==> src/hmrd_pkg.sv <==
// types and constants of the mouse report decoder
// no dependencies
package hmrd_pkg;

   localparam int BTN_LIMIT  = 16;
   localparam int BITS_W     = 64;
   localparam int CSR_ADDR_W = 6;
   localparam int CSR_DATA_W = 64;

   typedef enum logic [2:0] {
      REG_ENABLE,
      REG_X_LAYOUT,
      REG_Y_LAYOUT,
      REG_WHEEL_LAYOUT,
      REG_BUTTON_MASK
   } reg_idx_type;

   typedef struct packed {
      logic       sign;
      logic [4:0] size_m1;
      logic [5:0] offset;
   } layout_type;

   typedef struct packed {
      logic                           enable;
      layout_type                     x_layout;
      layout_type                     y_layout;
      logic                           wheel_present;
      layout_type                     wheel_layout;
      logic [BTN_LIMIT-1:0]           btn_en;
      logic [BTN_LIMIT-1:0][5:0]      btn_pos;
   } cfg_type;

endpackage

==> src/hmrd_csr.sv <==
// register bank of the mouse report decoder, with the button position table
// depends on hmrd_pkg
module hmrd_csr #(
   parameter int MAX_BUTTONS = 16
) (
   input  logic                              clock,
   input  logic                              reset,
   input  logic                              csr_psel,
   input  logic                              csr_penable,
   input  logic                              csr_pwrite,
   input  logic [hmrd_pkg::CSR_ADDR_W-1:0]   csr_paddr,
   input  logic [hmrd_pkg::CSR_DATA_W-1:0]   csr_pwdata,
   input  logic                              csr_pready,
   output logic [hmrd_pkg::CSR_DATA_W-1:0]   csr_prdata,
   output hmrd_pkg::cfg_type                 cfg,
   output logic                              cfg_wr
);
   import hmrd_pkg::*;

   logic                        enable_ff, enable_in;
   layout_type                  x_ff, x_in;
   layout_type                  y_ff, y_in;
   logic                        wpres_ff, wpres_in;
   layout_type                  wheel_ff, wheel_in;
   logic [BITS_W-1:0]           mask_ff, mask_in;
   logic [BTN_LIMIT-1:0]        btn_en_ff, btn_en_in;
   logic [BTN_LIMIT-1:0][5:0]   btn_pos_ff, btn_pos_in;

   logic [BITS_W-1:0][6:0]      rank;
   logic [BTN_LIMIT-1:0]        new_en;
   logic [BTN_LIMIT-1:0][5:0]   new_pos;
   logic                        wr;
   logic [2:0]                  idx;

   assign wr  = csr_psel && csr_penable && csr_pwrite && csr_pready;
   assign idx = csr_paddr[5:3];

   // k-th set bit of the written mask is button k
   always_comb begin
      for (int p = 0; p < BITS_W; p++) begin
         rank[p] = 7'($countones(csr_pwdata & ((64'd1 << p) - 64'd1)));
      end
      new_en  = '0;
      new_pos = '0;
      for (int k = 0; k < MAX_BUTTONS; k++) begin
         for (int p = 0; p < BITS_W; p++) begin
            if (csr_pwdata[p] && (rank[p] == 7'(k))) begin
               new_en[k]  = 1'b1;
               new_pos[k] = new_pos[k] | 6'(p);
            end
         end
      end
   end

   always_comb begin
      enable_in  = enable_ff;
      x_in       = x_ff;
      y_in       = y_ff;
      wpres_in   = wpres_ff;
      wheel_in   = wheel_ff;
      mask_in    = mask_ff;
      btn_en_in  = btn_en_ff;
      btn_pos_in = btn_pos_ff;
      cfg_wr     = 1'b0;
      if (wr) begin
         case (reg_idx_type'(idx))
            REG_ENABLE: begin
               enable_in = csr_pwdata[0];
               cfg_wr    = 1'b1;
            end
            REG_X_LAYOUT: begin
               x_in   = layout_type'(csr_pwdata[11:0]);
               cfg_wr = 1'b1;
            end
            REG_Y_LAYOUT: begin
               y_in   = layout_type'(csr_pwdata[11:0]);
               cfg_wr = 1'b1;
            end
            REG_WHEEL_LAYOUT: begin
               wheel_in = layout_type'(csr_pwdata[11:0]);
               wpres_in = csr_pwdata[12];
               cfg_wr   = 1'b1;
            end
            REG_BUTTON_MASK: begin
               mask_in    = csr_pwdata;
               btn_en_in  = new_en;
               btn_pos_in = new_pos;
               cfg_wr     = 1'b1;
            end
            default: cfg_wr = 1'b0;
         endcase
      end
   end

   always_ff @(posedge clock) begin
      if (reset) begin
         enable_ff  <= 1'b0;
         x_ff       <= '0;
         y_ff       <= '0;
         wpres_ff   <= 1'b0;
         wheel_ff   <= '0;
         mask_ff    <= '0;
         btn_en_ff  <= '0;
         btn_pos_ff <= '0;
      end else begin
         enable_ff  <= enable_in;
         x_ff       <= x_in;
         y_ff       <= y_in;
         wpres_ff   <= wpres_in;
         wheel_ff   <= wheel_in;
         mask_ff    <= mask_in;
         btn_en_ff  <= btn_en_in;
         btn_pos_ff <= btn_pos_in;
      end
   end

   always_comb begin
      case (reg_idx_type'(idx))
         REG_ENABLE:       csr_prdata = {63'd0, enable_ff};
         REG_X_LAYOUT:     csr_prdata = {52'd0, x_ff};
         REG_Y_LAYOUT:     csr_prdata = {52'd0, y_ff};
         REG_WHEEL_LAYOUT: csr_prdata = {51'd0, wpres_ff, wheel_ff};
         REG_BUTTON_MASK:  csr_prdata = mask_ff;
         default:          csr_prdata = '0;
      endcase
   end

   always_comb begin
      cfg.enable        = enable_ff;
      cfg.x_layout      = x_ff;
      cfg.y_layout      = y_ff;
      cfg.wheel_present = wpres_ff;
      cfg.wheel_layout  = wheel_ff;
      cfg.btn_en        = btn_en_ff;
      cfg.btn_pos       = btn_pos_ff;
   end

endmodule

==> src/hmrd_field.sv <==
// extracts one report field at a configured offset and size, with sign extension
// depends on hmrd_pkg
module hmrd_field (
   input  logic [hmrd_pkg::BITS_W-1:0] bits,
   input  hmrd_pkg::layout_type        layout,
   output logic [31:0]                 value
);
   import hmrd_pkg::*;

   logic [BITS_W-1:0] shifted;
   logic [31:0]       mask;
   logic [31:0]       raw;

   always_comb begin
      shifted = bits >> layout.offset;
      mask    = 32'hFFFF_FFFF >> (5'd31 - layout.size_m1);
      raw     = shifted[31:0] & mask;
      // top bit of the field fills the rest when signed
      if (layout.sign && raw[layout.size_m1]) begin
         value = raw | ~mask;
      end else begin
         value = raw;
      end
   end

endmodule

==> src/hid_mouse_report_decoder_unit.sv <==
// pipeline: an accepted report is registered in the report stage, its event in the event register
// throughput: one report per cycle while no event is stalled; req_stall follows rsp_stall in the
// same cycle only when the report stage holds a report with an event behind a stalled event
// reset: synchronous, clears both valids, the configuration registers and the button map
// depends on hmrd_pkg, hmrd_csr and hmrd_field
module hid_mouse_report_decoder_unit #(
   parameter int REPORT_BYTES = 8,
   parameter int MAX_BUTTONS  = 16
) (
   input  logic                              clock,
   input  logic                              reset,
   input  logic                              req_valid,
   output logic                              req_stall,
   input  logic [63:0]                       req_report_data,
   input  logic [3:0]                        req_report_length,
   output logic                              rsp_valid,
   input  logic                              rsp_stall,
   output logic signed [31:0]                rsp_delta_x,
   output logic signed [31:0]                rsp_delta_y,
   output logic signed [15:0]                rsp_wheel_delta,
   output logic [15:0]                       rsp_button_map,
   output logic                              rsp_relative_flag,
   input  logic                              csr_psel,
   input  logic                              csr_penable,
   input  logic                              csr_pwrite,
   input  logic [hmrd_pkg::CSR_ADDR_W-1:0]   csr_paddr,
   input  logic [hmrd_pkg::CSR_DATA_W-1:0]   csr_pwdata,
   output logic [hmrd_pkg::CSR_DATA_W-1:0]   csr_prdata,
   output logic                              csr_pready
);
   import hmrd_pkg::*;

   localparam int DATA_W = 8 * REPORT_BYTES;

   cfg_type                 cfg;
   logic                    cfg_wr;

   logic                    req_take;
   logic [DATA_W-1:0]       masked;
   logic                    s1_valid_ff, s1_valid_in;
   logic [DATA_W-1:0]       s1_data_ff, s1_data_in;
   logic [BITS_W-1:0]       bits;

   logic [31:0]             dx, dy, wh_raw, wh;
   logic [MAX_BUTTONS-1:0]  map_raw;
   logic [15:0]             map16;
   logic [MAX_BUTTONS-1:0]  prev_ff, prev_in;
   logic                    changed, emit, out_free, s1_move;

   logic                    out_valid_ff, out_valid_in;
   logic [31:0]             dx_ff, dy_ff;
   logic [15:0]             wh_ff, map_ff;
   logic                    rel_ff;

   assign csr_pready = 1'b1;

   hmrd_csr #(
      .MAX_BUTTONS (MAX_BUTTONS)
   ) u_csr (
      .clock       (clock),
      .reset       (reset),
      .csr_psel    (csr_psel),
      .csr_penable (csr_penable),
      .csr_pwrite  (csr_pwrite),
      .csr_paddr   (csr_paddr),
      .csr_pwdata  (csr_pwdata),
      .csr_pready  (csr_pready),
      .csr_prdata  (csr_prdata),
      .cfg         (cfg),
      .cfg_wr      (cfg_wr)
   );

   // bytes at or past the length read as zero
   always_comb begin
      for (int i = 0; i < REPORT_BYTES; i++) begin
         masked[8*i +: 8] = (req_report_length > 4'(i)) ? req_report_data[8*i +: 8] : 8'h00;
      end
   end

   assign req_take = req_valid && !req_stall;

   always_comb begin
      bits = '0;
      bits[DATA_W-1:0] = s1_data_ff;
   end

   hmrd_field u_x (.bits(bits), .layout(cfg.x_layout),     .value(dx));
   hmrd_field u_y (.bits(bits), .layout(cfg.y_layout),     .value(dy));
   hmrd_field u_w (.bits(bits), .layout(cfg.wheel_layout), .value(wh_raw));

   assign wh = cfg.wheel_present ? wh_raw : 32'd0;

   always_comb begin
      for (int k = 0; k < MAX_BUTTONS; k++) begin
         map_raw[k] = cfg.btn_en[k] && bits[cfg.btn_pos[k]];
      end
      map16 = '0;
      map16[MAX_BUTTONS-1:0] = map_raw;
   end

   assign changed  = (map_raw != prev_ff);
   assign emit     = cfg.enable && ((dx != 32'd0) || (dy != 32'd0) || (wh != 32'd0) || changed);
   assign out_free = !out_valid_ff || !rsp_stall;
   assign s1_move  = s1_valid_ff && (!emit || out_free);
   assign req_stall = s1_valid_ff && !s1_move;

   always_comb begin
      s1_valid_in = req_take || (s1_valid_ff && !s1_move);
      s1_data_in  = req_take ? masked : s1_data_ff;

      if (s1_move && emit) begin
         out_valid_in = 1'b1;
      end else if (!rsp_stall) begin
         out_valid_in = 1'b0;
      end else begin
         out_valid_in = out_valid_ff;
      end

      // map of every decoded report is kept, event or not
      if (cfg_wr) begin
         prev_in = '0;
      end else if (s1_move && cfg.enable) begin
         prev_in = map_raw;
      end else begin
         prev_in = prev_ff;
      end
   end

   always_ff @(posedge clock) begin
      if (reset) begin
         s1_valid_ff  <= 1'b0;
         out_valid_ff <= 1'b0;
         prev_ff      <= '0;
      end else begin
         s1_valid_ff  <= s1_valid_in;
         out_valid_ff <= out_valid_in;
         prev_ff      <= prev_in;
      end
   end

   always_ff @(posedge clock) begin
      s1_data_ff <= s1_data_in;
      if (s1_move && emit) begin
         dx_ff  <= dx;
         dy_ff  <= dy;
         wh_ff  <= wh[15:0];
         map_ff <= map16;
         rel_ff <= cfg.x_layout.sign;
      end
   end

   assign rsp_valid         = out_valid_ff;
   assign rsp_delta_x       = dx_ff;
   assign rsp_delta_y       = dy_ff;
   assign rsp_wheel_delta   = wh_ff;
   assign rsp_button_map    = map_ff;
   assign rsp_relative_flag = rel_ff;

endmodule

==> config.mk <==
export PLATFORM = sky130hd
export DESIGN_NAME = hid_mouse_report_decoder_unit
export DESIGN_NICKNAME = d
export VERILOG_FILES = /design/src/hmrd_pkg.sv /design/src/hmrd_csr.sv /design/src/hmrd_field.sv /design/src/hid_mouse_report_decoder_unit.sv
export SDC_FILE = /design/constraint.sdc
export NUM_CORES = 2
export LEC_CHECK = 0
export BUFFER_PORTS_ARGS = -buffer_cell sky130_fd_sc_hd__buf_2
export CORE_MARGIN = 1
export CORE_UTILIZATION = 40
export DETAILED_ROUTE_END_ITERATION = 16
export GPL_TIMING_DRIVEN = 0
export PLACE_DENSITY_LB_ADDON = 0.12
export SLEW_MARGIN = 25
export SYNTH_ARGS = -nofsm -noshare
export SYNTH_HDL_FRONTEND = slang
export SYNTH_HIERARCHICAL = 1
export SYNTH_SLANG_ARGS = --single-unit
==> constraint.sdc <==
create_clock -name clock -period 24.2 [get_ports clock]
set_input_delay 3.63 -clock clock [delete_from_list [all_inputs] [get_ports clock]]
set_output_delay 3.63 -clock clock [all_outputs]
set_load 0.05 [all_outputs]
==> metrics.csv, run 1 <==
stage;metric;value;unit
synthesis;synth_top_area_share;13.0;%
synthesis;synth_compound_area_share;19.9;%
clock_network;cts_sinks;393;
floorplanning;rows;155;
placement;place_area;80300;sq um
run_status;firstError;[ERROR GRT-0116] Global routing finished with congestion. Check the congestion regions in the DRC Viewer.;
synthesis;synth_area_leader_cell;mux4_2;
synthesis;netlist_area;72500;sq um
global_route;grt_overflow_total;11;
synthesis;syn_inst;8746;
synthesis;synthAdderAreaFrac;12.3;%
global_route;grt_max_degree;39;
clock_network;hold_buffers;0;
run_status;stop_stage;global routing;
global_route;grt_pass1_wl;818;mm
synthesis;synth_top_family_by_area;simple AND/OR/NAND/NOR gates;
synthesis;synth_xor_xnor_area_share;2.04;%
clock_network;root_buffer;clkbuf_16;
global_route;track_usage;65.3;%
synthesis;ys.flop_type;dfxtp_1;
synthesis;synth-simple-area-share;26.6;%
synthesis;synth_warnings;6;
synthesis;ys_seq_area_share;13.1;%
floorplanning;die_w;428;um
clock_network;cts_buffer_depth;3;
placement;dpl.hpwl;464;mm
synthesis;avgSynthCellArea;8.28;sq um
clock_network;cts_buffers;49;
placement;place.gp.congestion;1.34;
floorplanning;die_h;428;um
clock_network;postCtsSetupRepairBufs;0;
floorplanning;io_pins;309;
floorplanning;initial_core_util;40.4;%
synthesis;synth.mux.area_fraction;20.4;%
placement;io_buffers;300;
synthesis;synth-edff-count;161;
synthesis;synthTopCellsByArea;mux4_2, edfxtp_1, dfxtp_1, ha_1, fa_1;
clock_network;htree_levels;2;
synthesis;ys_types;119;
synthesis;ys_seq_elements;393;
global_route;grt_pass1_vias;93100;
synthesis;async_flop_share;0;%
run_status;outcome;aborted with a tool error;
clock_network;cts_resized;0;
[synthesized netlist by cell type (83+ instances only)]
| cell | number |
|---|---|
| mux2_2 | 124 |
| buf_2 | 108 |
| nand4_1 | 108 |
| a211oi_1 | 120 |
| or3_1 | 86 |
| a31oi_1 | 94 |
| nand2b_1 | 124 |
| and2_1 | 86 |
| mux2i_1 | 389 |
| ha_1 | 366 |
| nor2_1 | 751 |
| clkbuf_1 | 365 |
| a21o_1 | 83 |
| nand2_1 | 742 |
| a22oi_1 | 140 |
| edfxtp_1 | 161 |
| o211ai_1 | 123 |
| nand3b_1 | 116 |
| nor2b_1 | 182 |
| inv_1 | 393 |
| and3_1 | 152 |
| or2_2 | 90 |
| o22ai_1 | 151 |
| a21oi_1 | 385 |
| nand3_1 | 325 |
| fa_1 | 215 |
| o21ai_0 | 289 |
| nor4_1 | 210 |
| nor3_1 | 310 |
| mux4_2 | 417 |
| dfxtp_1 | 232 |
[metrics by stage]
step / cells / util [%] / setup slack [ns] / hold WS (ns)
after floorplan: 8747 / - / 9.84 / 0.432
after CTS: 11700 / 45.8 / 5.76 / 0.454
after detailed placement: 11600 / 44.8 / 5.07 / 0.445
after global placement: 11400 / 42.9 / 2.64 / 0.438
[layer usage]
metal / track usage [%] / GRT overflow
met5: 13.4 / 0
met4: 64.9 / 4
met3: 45.1 / 0
met2: 85.5 / 7
met1: 65.9 / 0
[kinds of logic after synthesis]
family          count (synthesis)
buf+inv                       977
other cells                     1
compound gates               2056
xor+xnor                      154
flops                         393
mux                           935
fa+ha+maj                     582
simple gates                 3648
==> run 2, diff against run 1 <==
- CORE_UTILIZATION: 40 -> 25
- PLACE_DENSITY_LB_ADDON: 0.12 -> 0.15
==> metrics.csv, run 2 <==
stage;metric;value;unit;change
worst_hold_path;hold_class;register to register;;
sta;fin_crit_sh;80.7;%;
floorplanning;core_area;288000;sq um;
sta;max_slew.worst_pin.slew;1.37;ns;
sta;skew;0.0959;ns;
sta;slew_headroom;7.75;%;
clock_network;htree_levels;2;;unchanged
synthesis;synth_top_area_share;13.0;%;unchanged
synthesis;synth_compound_area_share;19.9;%;unchanged
synthesis;synthAdderAreaFrac;12.3;%;unchanged
synthesis;synth_top_cells_by_count;nor2_1, nand2_1, mux4_2, inv_1, mux2i_1;;
floorplanning;die_w;540;um;+26%
finish;drive_above_1_share;20.3;%;
clock_network;postCtsSetupRepairBufs;0;;unchanged
global_route;grt_overflow_total;0;;
floorplanning;initial_core_util;25.1;%;-15 points
run_status;outcome;finished, final reports clean;;
synthesis;synth_warnings;6;;unchanged
clock_network;cts_tree;done;;
finish;final_common_cell;nand2_1;;
synthesis;netlist_area;72500;sq um;unchanged
floorplanning;rows;197;;+27%
setup_path;crit_path_top_delay_cell;a21oi_1;;
sta;setup_viol;0;;
global_route;grt_max_degree;52;;
routing;drc_errors;0;;
synthesis;synth_most_common_cell;nor2_1;;
setup_path;required;24.80;ns;
finish;final_cell_mix;nand2_1, nor2_1, buf_2;;
clock_network;cts_sinks;393;;unchanged
synthesis;ys.flop_type;dfxtp_1;;
synthesis;ys_types;119;;unchanged
global_route;antenna_found_initial;88;;
setup_path;cp.arrival;20.13;ns;
synthesis;ys_seq_elements;393;;unchanged
synthesis;synth-simple-area-share;26.6;%;unchanged
finish;final_util;29.9;%;
clock_network;clkTransAtPathRegs;0.07;ns;
synthesis;synth_top_family_by_area;simple AND/OR/NAND/NOR gates;;
global_route;grt_pass1_vias;83100;;
routing;wl_per_cell;51.3;um;
placement;place.gp.congestion;1.17;;-12%
routing;vias;89500;;
placement;io_buffers;300;;unchanged
clock_network;cts_buffers;53;;+8.2%
synthesis;avgSynthCellArea;8.28;sq um;unchanged
setup_path;cp_max_fo;17;;
synthesis;synth_xor_xnor_area_share;2.04;%;unchanged
clock_network;clkLatencyLatePin;0.81;ns;
setup_path;cp_slowest_stage_delay;1.05;ns;
global_route;grt_pass1_wl;872;mm;
synthesis;synthTopCellsByArea;mux4_2, edfxtp_1, dfxtp_1, ha_1, fa_1;;
setup_path;start_kind;input pin;;
clock_network;cts_buffer_depth;3;;unchanged
sta;rsz0062_at_grt;false;;
routing;vias_per_cell;6.73;;
finish;syn_to_final_growth;18.9;%;
synthesis;ys_seq_area_share;13.1;%;unchanged
placement;dpl.hpwl;580;mm;+25%
synthesis;synth-edff-count;161;;unchanged
finish;largest_reg_flops;132;;
finish;fin_nets;10100;;
routing;drt_wl_total;682;mm;
synthesis;synth.mux.area_fraction;20.4;%;unchanged
sta;clock.fmax;0.0512;GHz;
routing;first_pass_iters;10;;
floorplanning;io_pins;309;;unchanged
synthesis;syn_inst;8746;;unchanged
setup_path;critPathKind;input pin to register;;
clock_network;root_buffer;clkbuf_16;;
routing;drtIter0Drc;13300;;
sta;min_period;19.54;ns;
sta;slew_viol_final;0;;
synthesis;synth_area_leader_cell;mux4_2;;
synthesis;async_flop_share;0;%;unchanged
clock_network;cts_resized;0;;unchanged
floorplanning;die_h;540;um;+26%
floorplanning;die_area;292000;sq um;
setup_path;cp_common_cell;ha_1;;
setup_path;crit_path_end_kind;register;;
sta;hold_viol;0;;
clock_network;hold_buffers;0;;unchanged
routing;ant_nets;0;;
global_route;track_usage;45.2;%;
job;cap_violations;0;;
run 2: critical path: cells and delay by family:
kind            cells  cell delay [ns]
fa+ha+maj          11             4.55
mux                 1             0.20
buf+inv            15             4.58
xor+xnor            3             0.69
simple gates        5             2.29
compound gates      9             3.96
run 2: cell families after synthesis:
| logic type | count (synthesis) |
|---|---|
| and+or+nand+nor | 3648 |
| DFF | 393 |
| AOI/OAI and AO/OA | 2056 |
| adders and majority gates | 582 |
| xor gates and xnor gates | 154 |
| other | 1 |
| buffers and inverters | 977 |
| muxes | 935 |
run 2: cell type report:
type	count	area, sq um
diodes	76	190
plain buffers	571	2630
clock buffers	61	1380
clock inverters	38	418
fillers	30800	202000
inverters	406	1530
multi-input cells	7377	60400
flip-flops and latches	393	9480
well taps	3781	4730
repair buffers	606	5420
run 2: metal layers:
metal | vias to the layer above | GRT usage (%) | share of wire (%)
met5 | - | 0 | 0.019
met4 | 20 | 41.8 | 11
met3 | 1891 | 9.87 | 8.5
met2 | 6896 | 70.0 | 43
met1 | 45500 | 52.1 | 37
li1 | 35200 | - | -
run 2: final timing paths:
kind                          start                end  slack, ns  depth (start not counted)
setup / recovery      csr_pwdata[1]      u_csr/cfg[53]       4.66                         44
hold / removal    u_csr/mask_ff[25]  u_csr/mask_ff[25]       0.45                          2
setup reg to reg     u_csr/cfg[113]           bits[59]      14.91                         22
hold reg to reg   u_csr/mask_ff[25]  u_csr/mask_ff[25]       0.45                          2
run 2: metrics by stage:
step / std cells / setup WS, ns / hold slack, ns / cell area (sq um) / TNS (ns)
3_3_place_gp: 12800 / -0.253 / 0.437 / 78700 / -0.424
3_5_place_dp: 13100 / 4.31 / 0.443 / 84000 / 0
4_1_cts: 13200 / 5.06 / 0.449 / 85800 / 0
2_1_floorplan: 8747 / 9.84 / 0.432 / 72500 / 0
5_1_grt: 13200 / 4.65 / 0.471 / 86000 / 0
6_report: 13300 / 4.66 / 0.449 / 86200 / 0
Power of run 2 is not shown: default switching activity piles up to over one toggle a cycle in this logic, so the estimate is an artifact.
